[src/m2cv_pkg.sv]
`timescale 1ns / 1ps
// ----------------------------------------------------------------------------
// m2cv_pkg
// Types and constants shared by the front and back parts of the MIDI to CV
// highest-note tracker.
// ----------------------------------------------------------------------------
package m2cv_pkg;

	localparam int NOTE_W = 7;
	localparam int CV_W   = 13;

	// Status byte high nibbles that the tracker acts on.
	localparam logic [3:0] KIND_NOTE_OFF = 4'h8;
	localparam logic [3:0] KIND_NOTE_ON  = 4'h9;

	// Action codes of an input item.
	localparam logic ACT_MESSAGE = 1'b0;
	localparam logic ACT_POLL    = 1'b1;

	// Pitch voltage: (note - 21) * 64 / 3 in Q.8. The division by three is a
	// multiply by ceil(2^16 / 3) and a shift, exact for magnitudes below 2^13.
	localparam logic [NOTE_W-1:0] LOWEST_PITCH_KEY = 7'd21;
	localparam int                MAG_W            = 13;
	localparam int                RECIP_W          = 15;
	localparam logic [RECIP_W-1:0] RECIP3          = 15'd21846;
	localparam int                RECIP_SHIFT      = 16;
	localparam int                PROD_W           = MAG_W + RECIP_W;
	localparam int                QUOT_W           = PROD_W - RECIP_SHIFT;

	// Command queue between the front and back parts.
	localparam int CMDQ_DEPTH = 4;
	localparam int CMDQ_AW    = $clog2(CMDQ_DEPTH);

	typedef enum logic [1:0] {
		OP_PRESS   = 2'd0,
		OP_RELEASE = 2'd1,
		OP_POLL    = 2'd2
	} cmd_op_t;

	typedef struct packed {
		cmd_op_t           op;
		logic [NOTE_W-1:0] key;
	} cmd_t;

endpackage

[src/m2cv_front.sv]
`timescale 1ns / 1ps
// ----------------------------------------------------------------------------
// m2cv_front
// Accepts input items, decodes them into key commands or polls, drops the
// ones that do nothing, and queues the rest for the back part.
// ----------------------------------------------------------------------------
module m2cv_front #(
	parameter int NUM_KEYS = 128
) (
	input  logic                 clk,
	input  logic                 arst_n,
	input  logic                 push,
	output logic                 full,
	input  logic                 action,
	input  logic [7:0]           status,
	input  logic [6:0]           data1,
	output logic                 cmd_valid,
	input  logic                 cmd_ready,
	output m2cv_pkg::cmd_t       cmd
);
	import m2cv_pkg::*;

	cmd_t                cmd_mem_q [CMDQ_DEPTH];
	logic [CMDQ_AW-1:0]  wr_ptr_q;
	logic [CMDQ_AW-1:0]  rd_ptr_q;
	logic [CMDQ_AW:0]    count_q;

	cmd_t  dec_cmd;
	logic  dec_keep;
	logic  key_ok;
	logic  enq;
	logic  deq;

	assign key_ok = ({1'b0, data1} < 8'(NUM_KEYS));

	always_comb begin
		dec_cmd.key = data1;
		dec_cmd.op  = OP_POLL;
		dec_keep    = 1'b0;
		if (action == ACT_POLL) begin
			dec_keep = 1'b1;
		end else begin
			unique case (status[7:4])
				KIND_NOTE_ON: begin
					dec_cmd.op = OP_PRESS;
					dec_keep   = key_ok;
				end
				KIND_NOTE_OFF: begin
					dec_cmd.op = OP_RELEASE;
					dec_keep   = key_ok;
				end
				default: begin
					dec_keep = 1'b0;
				end
			endcase
		end
	end

	assign full      = (count_q == (CMDQ_AW + 1)'(CMDQ_DEPTH));
	assign cmd_valid = (count_q != '0);
	assign cmd       = cmd_mem_q[rd_ptr_q];
	assign enq       = push && !full && dec_keep;
	assign deq       = cmd_valid && cmd_ready;

	always_ff @(posedge clk) begin
		if (enq) begin
			cmd_mem_q[wr_ptr_q] <= dec_cmd;
		end
	end

	always_ff @(posedge clk or negedge arst_n) begin
		if (!arst_n) begin
			wr_ptr_q <= '0;
			rd_ptr_q <= '0;
			count_q  <= '0;
		end else begin
			if (enq) begin
				wr_ptr_q <= wr_ptr_q + 1'b1;
			end
			if (deq) begin
				rd_ptr_q <= rd_ptr_q + 1'b1;
			end
			case ({enq, deq})
				2'b10:   count_q <= count_q + 1'b1;
				2'b01:   count_q <= count_q - 1'b1;
				default: count_q <= count_q;
			endcase
		end
	end

`ifndef SYNTHESIS
	a_count_bound: assert property (@(posedge clk) disable iff (!arst_n)
		count_q <= (CMDQ_AW + 1)'(CMDQ_DEPTH))
		else $error("command queue count beyond its depth");

	a_count_track: assert property (@(posedge clk) disable iff (!arst_n)
		(enq && !deq) |=> (count_q == $past(count_q) + 1'b1))
		else $error("command queue count missed a write");
`endif

endmodule

[src/m2cv_back.sv]
`timescale 1ns / 1ps
// ----------------------------------------------------------------------------
// m2cv_back
// Carries out queued commands: keeps the key map, the held note and the
// pending trigger, scans for the highest key on a poll, converts the note to
// a pitch voltage and holds the result in an output register.
// ----------------------------------------------------------------------------
module m2cv_back #(
	parameter int NUM_KEYS = 128
) (
	input  logic                               clk,
	input  logic                               arst_n,
	input  logic                               cmd_valid,
	output logic                               cmd_ready,
	input  m2cv_pkg::cmd_t                     cmd,
	output logic                               empty,
	input  logic                               pop,
	output logic [m2cv_pkg::NOTE_W-1:0]        note,
	output logic signed [m2cv_pkg::CV_W-1:0]   cv_q8,
	output logic                               gate,
	output logic                               trig
);
	import m2cv_pkg::*;

	localparam int KW = $clog2(NUM_KEYS);

	typedef enum logic [3:0] {
		ST_IDLE = 4'b0001,
		ST_SCAN = 4'b0010,
		ST_MULT = 4'b0100,
		ST_OUT  = 4'b1000
	} state_t;

	state_t               state_q;
	logic [NUM_KEYS-1:0]  key_q;
	logic [KW-1:0]        idx_q;
	logic [NOTE_W-1:0]    held_q;
	logic                 any_q;
	logic                 trig_q;
	logic                 neg_q;
	logic [PROD_W-1:0]    prod_q;
	logic                 out_valid_q;

	logic [KW-1:0]        cmd_key;
	logic                 neg;
	logic [NOTE_W-1:0]    key_offset;
	logic [MAG_W-1:0]     mag;
	logic [QUOT_W-1:0]    quot;
	logic [CV_W-1:0]      cv_next;
	logic                 load;

	assign cmd_key   = cmd.key[KW-1:0];
	assign cmd_ready = (state_q == ST_IDLE);

	// Distance from the lowest pitch key, scaled by 64.
	assign neg        = (held_q < LOWEST_PITCH_KEY);
	assign key_offset = neg ? (LOWEST_PITCH_KEY - held_q) : (held_q - LOWEST_PITCH_KEY);
	assign mag        = {key_offset, 6'd0};

	assign quot    = prod_q[PROD_W-1:RECIP_SHIFT];
	assign cv_next = neg_q ? CV_W'(-{1'b0, quot}) : CV_W'({1'b0, quot});

	assign load  = (state_q == ST_OUT) && (!out_valid_q || pop);
	assign empty = !out_valid_q;

	always_ff @(posedge clk) begin
		if (state_q == ST_MULT) begin
			prod_q <= mag * RECIP3;
			neg_q  <= neg;
		end
		if (load) begin
			note  <= held_q;
			cv_q8 <= cv_next;
			gate  <= any_q;
			trig  <= trig_q;
		end
	end

	always_ff @(posedge clk or negedge arst_n) begin
		if (!arst_n) begin
			state_q     <= ST_IDLE;
			key_q       <= '0;
			idx_q       <= '0;
			held_q      <= '0;
			any_q       <= 1'b0;
			trig_q      <= 1'b0;
			out_valid_q <= 1'b0;
		end else begin
			if (load) begin
				out_valid_q <= 1'b1;
			end else if (pop) begin
				out_valid_q <= 1'b0;
			end

			unique case (state_q)
				ST_IDLE: begin
					if (cmd_valid) begin
						unique case (cmd.op)
							OP_PRESS: begin
								if (!key_q[cmd_key]) begin
									trig_q <= 1'b1;
								end
								key_q[cmd_key] <= 1'b1;
							end
							OP_RELEASE: begin
								key_q[cmd_key] <= 1'b0;
							end
							OP_POLL: begin
								idx_q   <= KW'(NUM_KEYS - 1);
								any_q   <= 1'b0;
								state_q <= ST_SCAN;
							end
							default: begin
								state_q <= ST_IDLE;
							end
						endcase
					end
				end
				ST_SCAN: begin
					if (key_q[idx_q]) begin
						held_q  <= NOTE_W'(idx_q);
						any_q   <= 1'b1;
						state_q <= ST_MULT;
					end else if (idx_q == '0) begin
						state_q <= ST_MULT;
					end else begin
						idx_q <= idx_q - 1'b1;
					end
				end
				ST_MULT: begin
					state_q <= ST_OUT;
				end
				ST_OUT: begin
					if (load) begin
						trig_q  <= 1'b0;
						state_q <= ST_IDLE;
					end
				end
				default: begin
					state_q <= ST_IDLE;
				end
			endcase
		end
	end

`ifndef SYNTHESIS
	a_trig_cleared: assert property (@(posedge clk) disable iff (!arst_n)
		load |=> (!trig_q && !empty && (state_q == ST_IDLE)))
		else $error("trigger not cleared after a poll result was loaded");

	a_found_key: assert property (@(posedge clk) disable iff (!arst_n)
		((state_q == ST_SCAN) && key_q[idx_q])
		|=> ((state_q == ST_MULT) && any_q && (held_q == NOTE_W'($past(idx_q)))))
		else $error("scan hit did not capture the key");

	a_press_arms: assert property (@(posedge clk) disable iff (!arst_n)
		(cmd_ready && cmd_valid && (cmd.op == OP_PRESS) && !key_q[cmd_key])
		|=> trig_q)
		else $error("new key press did not arm the trigger");

	a_scan_empty: assert property (@(posedge clk) disable iff (!arst_n)
		((state_q == ST_SCAN) && !key_q[idx_q] && (idx_q == '0))
		|=> ((state_q == ST_MULT) && !any_q))
		else $error("empty scan reported a pressed key");
`endif

endmodule

[src/midi_to_cv_highest_note.sv]
`timescale 1ns / 1ps
// ----------------------------------------------------------------------------
// midi_to_cv_highest_note
// MIDI note tracker with highest-note priority and pitch voltage output.
// ----------------------------------------------------------------------------
// Items enter through a queue-style port (push/full) and results leave
// through another (empty/pop). An item is either a MIDI channel message or a
// poll. Note-on (status high nibble 9) presses the key in data1 and arms the
// trigger if that key was up; note-off (high nibble 8) releases it; other
// message kinds, the channel nibble, data2 and key numbers at or above
// NUM_KEYS are ignored, and a message gives no result. A poll gives one
// result: the highest pressed key (or the last held note if none is pressed),
// its pitch voltage (note - 21) / 12 V as signed Q.8 truncated toward zero,
// the gate (any key pressed) and the trigger, which the poll then clears.
// Items pass a four-entry command queue, so until it is full the input keeps
// taking items while a poll is being worked on or its result waits to be
// popped. In the back part a message is carried out in the idle state; a
// poll is issued, the key map is scanned downward one key per cycle (1 to
// NUM_KEYS keys, stopping at the first pressed key), the reciprocal multiply
// runs and the output register is loaded once it is empty or being popped.
// The scan and that wait set the poll time. Control state resets
// asynchronously: every key released, held note zero and no pending trigger.
// ----------------------------------------------------------------------------
module midi_to_cv_highest_note #(
	parameter int NUM_KEYS = 128
) (
	input  logic                               clk,
	input  logic                               arst_n,
	input  logic                               push,
	output logic                               full,
	input  logic                               action,
	input  logic [7:0]                         status,
	input  logic [6:0]                         data1,
	input  logic [6:0]                         data2,
	output logic                               empty,
	input  logic                               pop,
	output logic [m2cv_pkg::NOTE_W-1:0]        note,
	output logic signed [m2cv_pkg::CV_W-1:0]   cv_q8,
	output logic                               gate,
	output logic                               trig
);
	import m2cv_pkg::*;

	// Velocity is carried on the port but never examined.
	logic   cmd_valid;
	logic   cmd_ready;
	cmd_t   cmd;

	m2cv_front #(
		.NUM_KEYS (NUM_KEYS)
	) u_front (
		.clk       (clk),
		.arst_n    (arst_n),
		.push      (push),
		.full      (full),
		.action    (action),
		.status    (status),
		.data1     (data1),
		.cmd_valid (cmd_valid),
		.cmd_ready (cmd_ready),
		.cmd       (cmd)
	);

	m2cv_back #(
		.NUM_KEYS (NUM_KEYS)
	) u_back (
		.clk       (clk),
		.arst_n    (arst_n),
		.cmd_valid (cmd_valid),
		.cmd_ready (cmd_ready),
		.cmd       (cmd),
		.empty     (empty),
		.pop       (pop),
		.note      (note),
		.cv_q8     (cv_q8),
		.gate      (gate),
		.trig      (trig)
	);

endmodule
[config.mk]
export PLATFORM = sky130hd
export DESIGN_NAME = midi_to_cv_highest_note
export DESIGN_NICKNAME = d
export VERILOG_FILES = /design/src/m2cv_pkg.sv /design/src/m2cv_front.sv /design/src/m2cv_back.sv /design/src/midi_to_cv_highest_note.sv
export SDC_FILE = /design/constraint.sdc
export NUM_CORES = 1
export LEC_CHECK = 0
export BUFFER_PORTS_ARGS = -buffer_cell sky130_fd_sc_hd__clkbuf_2
export CORE_ASPECT_RATIO = 0.9
export CORE_MARGIN = 4
export CORE_UTILIZATION = 40
export CTS_BUF_LIST = sky130_fd_sc_hd__clkbuf_16
export DETAILED_ROUTE_END_ITERATION = 10
export HOLD_SLACK_MARGIN = 0.1
export PLACE_DENSITY = 0.56
export SLEW_MARGIN = 20
export SYNTH_ARGS = -nofsm -noshare
export SYNTH_HDL_FRONTEND = slang
export SYNTH_HIERARCHICAL = 1
export SYNTH_SLANG_ARGS = --single-unit
[constraint.sdc]
create_clock -name clk -period 7.7 [get_ports clk]
set_clock_uncertainty 0.1 [all_clocks]
set_input_delay 0.385 -clock clk [delete_from_list [all_inputs] [get_ports clk]]
set_output_delay 0.385 -clock clk [all_outputs]
set_load 0.02 [all_outputs]
==> metrics.md <==
| Metric | Value |
|---|---|
| Via count | `9899` |
| Async set-reset flop share out of synthesis | `0.687` |
| Core area | `32000 um^2` |
| WHS Path Cells | `3` |
| Setup-failing EPs final | `0` |
| Drt via density | `5.90` |
| Critical path buffer and inverter count | `3` |
| CTS root buffer | `clkbuf_16` |
| Non-filler cells, final | `1677` |
| Least-Margin Pin Slew | `1050 ps` |
| H-tree levels | `1` |
| Critical path type | `flop to flop` |
| Max-Cap Viols | `0` |
| Placement Cell Area | `13600 um^2` |
| Vias in the first global route | `9505` |
| First-pass GRT wire length | `55.5 mm` |
| Reg2reg end | `u_back/prod_q[23]$_DFFE_PP_` |
| Initial antenna violation count | `0` |
| Status | `complete, no violations` |
| FF-to-FF Start | `u_back/held_q[1]$_DFFE_PN0P_` |
| Critical path's largest stage delay | `570 ps` |
| Worst endpoint required time | `7900 ps` |
| DRT antenna net count | `0` |
| Final Cell Area | `14500 um^2` |
| DP Cell Count | `1617` |
| Hold endpoint | `u_front/wr_ptr_q[0]$_DFFE_PN0P_` |
| Synth Warn # | `6` |
| DRT Pass-1 Iters | `6` |
| Final HPWL DP | `23.2 mm` |
| Reg clk slew, reported paths | `60 ps` |
| Reg-to-reg slack, setup | `1080 ps` |
| Startpoint Class | `flop` |
| Syn_nets | `1306` |
| Share of cells above drive strength 1 | `0.152` |
| Slowest cell on crit path | `a2111oi_0` |
| Multi-input logic area | `6470 um^2` |
| Average size of a mapped cell | `10.7 um^2` |
| TritonCTS clock tree | `done` |
| Gp weighted congestion | `0.861` |
| Setup tns final | `0 ps` |
| Synth cell types | `77` |
| FP Rows | `62` |
| Yosys reg bits | `227` |
| Crit path DAT | `6820 ps` |
| Layout area overhead | `11.6%` |
| Max clock buf depth | `3` |
| Die width | `198 um` |
| Top delay family on crit path | `adder cells` |
| Fill count | `3024` |
| Worst slew margin | `0.301` |
| Top cell type's share of synthesized area | `0.298` |
| I/O pin count | `51` |
| Initial Utilization | `0.406` |
| Total congestion overflow | `0` |
| Post-synth EDFFs | `71` |
| Die area | `35500 um^2` |
| Hold path start | `push` |
| Hold crit path type | `input port to flop` |
| Final Cycle Share | `0.860` |
| Largest net degree at the start of global routing | `78` |
| Routed WL | `35.2 mm` |
| CTS Sinks | `227` |
| Synth Instances | `1216` |
| Total GRT Usage | `0.198` |
| Drt initial violations | `920` |
| Slew Viols, Final | `0` |
| Min Hold Slack | `130 ps` |
| # diodes | `0` |
| Final #Nets | `1330` |
| List of most frequent post-synthesis cells | `nor2_1, dfrtp_1, a21oi_1` |
| PortBufs | `39` |
| DR DRC count | `0` |
| R2r worst-path depth | `23` |
| Cell Area, Synth | `13000 um^2` |
| Synth top area cells | `dfrtp_1, edfxtp_1, mux4_2, a21oi_1, ha_1` |
| TritonCTS Buffers | `27` |
| DIE HEIGHT | `179 um` |
| Synth area leader | `dfrtp_1` |
| Critical Path, Cell by Cell | `inv_1, ha_1, a21o_1, a31o_2, nand2_1, nand3_1, a21oi_1, a31oi_1, xnor2_1, ha_1, inv_1, fa_1, fa_1, inv_1, fa_1, ha_1, a2111oi_0, o31ai_1, a211o_1, or3_1, a31oi_1, o21ai_1, xor2_1` |
| Peak fanout along the critical path | `7` |
| Max frequency | `151 MHz` |
| Final Hold Viols | `0` |
| Crit. End Element | `flop` |
| Register area share after synthesis | `0.464` |
| Tmin final | `6620 ps` |
| Reg area | `6040 um^2` |
| Drt wl/cell | `21.0 um` |
| Top-count cell post-synth | `nor2_1` |
| Worst skew pair latency | `550 ps` |
| RSZ-0062 raised after global routing | `false` |
| Primary FF master, synth | `dfrtp_1` |
==> area by class of cell <==
type                       count  area share
clock buffer                  27      0.0465
multi-input combinational    856       0.445
inverter                      60      0.0155
tap                          416      0.0358
timing repair buffer          68      0.0306
clock inverter                23      0.0106
sequential                   227       0.416
==> per-stage QoR <==
stage	worst slack [ps]	utilization
floorplan	1690	-
global placement	1170	0.424
detailed placement	1120	0.424
CTS	1070	0.453
global route	562	0.454
finish	1080	0.454
==> logic make-up after synthesis <==
logic type / share of synthesized area
XOR/XNOR: 0.0222
flip-flops: 0.464
AO/OA/AOI/OAI: 0.162
AND/OR/NAND/NOR: 0.117
adder cells (fa/ha/maj): 0.0663
multiplexers: 0.126
buffers and inverters: 0.0427
==> repair_timing <==
| action | 4_1_cts | 5_1_grt |
|---|---|---|
| hold buffers | 10 | 0 |
| setup buffers | 0 | 0 |
| resized for setup | 0 | 0 |
| endpoints found under the hold margin | 98 | 0 |
==> layer usage <==
| metal | part of all wire | global-route usage | up-vias |
|---|---|---|---|
| met5 | 0 | 0 | - |
| met4 | 0.025 | 0.0554 | 0 |
| met3 | 0.077 | 0.0427 | 58 |
| met2 | 0.44 | 0.301 | 382 |
| met1 | 0.46 | 0.288 | 4867 |
| li1 | - | - | 4592 |
==> cells in the final DEF, fill, tap and decap left out, types with 8 or more instances in the layout <==
| master | n |
|---|---|
| xnor2_1 | 24 |
| dfrtp_1 | 154 |
| clkinv_1 | 9 |
| a22oi_1 | 12 |
| mux4_2 | 52 |
| clkbuf_2 | 38 |
| mux2i_1 | 18 |
| o31ai_1 | 10 |
| fa_1 | 10 |
| a21oi_1 | 141 |
| mux2_2 | 15 |
| ha_1 | 53 |
| nor2_1 | 167 |
| clkinv_2 | 8 |
| a221oi_1 | 21 |
| nand2_1 | 53 |
| o21ai_0 | 24 |
| mux2_1 | 9 |
| xor2_1 | 9 |
| edfxtp_1 | 71 |
| nor2b_1 | 13 |
| nor3_1 | 15 |
| a31oi_1 | 67 |
| buf_4 | 19 |
| o211ai_1 | 9 |
| nand2b_1 | 13 |
| clkbuf_16 | 27 |
| dlygate4sd3_1 | 10 |
| nand3_1 | 19 |
| inv_1 | 60 |
==> worst register-to-register path, stage by stage (launching register included) <==
cell and delay [ps]:
dfrtp_1 440, inv_1 110, ha_1 230, a21o_1 220
a31o_2 300, nand2_1 80, nand3_1 80, a21oi_1 150
a31oi_1 70, xnor2_1 320, ha_1 340, inv_1 90
fa_1 450, fa_1 510, inv_1 50, fa_1 460
ha_1 310, a2111oi_0 570, o31ai_1 130, a211o_1 350
or3_1 380, a31oi_1 350, o21ai_1 120, xor2_1 150
==> how the worst max path moves through the flow <==
stage / startpoint / to / slack (ps) / depth (start not counted)
5_1_grt: u_back/held_q[1]$_DFFE_PN0P_ / u_back/prod_q[23]$_DFFE_PP_ / 560 / 23
3_5_place_dp: u_back/held_q[1]$_DFFE_PN0P_ / u_back/prod_q[23]$_DFFE_PP_ / 1120 / 23
3_3_place_gp: u_back/held_q[1]$_DFFE_PN0P_ / u_back/prod_q[23]$_DFFE_PP_ / 1170 / 23
2_1_floorplan: u_back/held_q[1]$_DFFE_PN0P_ / u_back/prod_q[23]$_DFFE_PP_ / 1690 / 23
6_report: u_back/held_q[1]$_DFFE_PN0P_ / u_back/prod_q[23]$_DFFE_PP_ / 1080 / 23
4_1_cts: u_back/held_q[1]$_DFFE_PN0P_ / u_back/prod_q[23]$_DFFE_PP_ / 1070 / 23
Power is left out: the tool's default activity adds up to more than one toggle a clock period on the data nets, which glitch-free logic cannot reach.
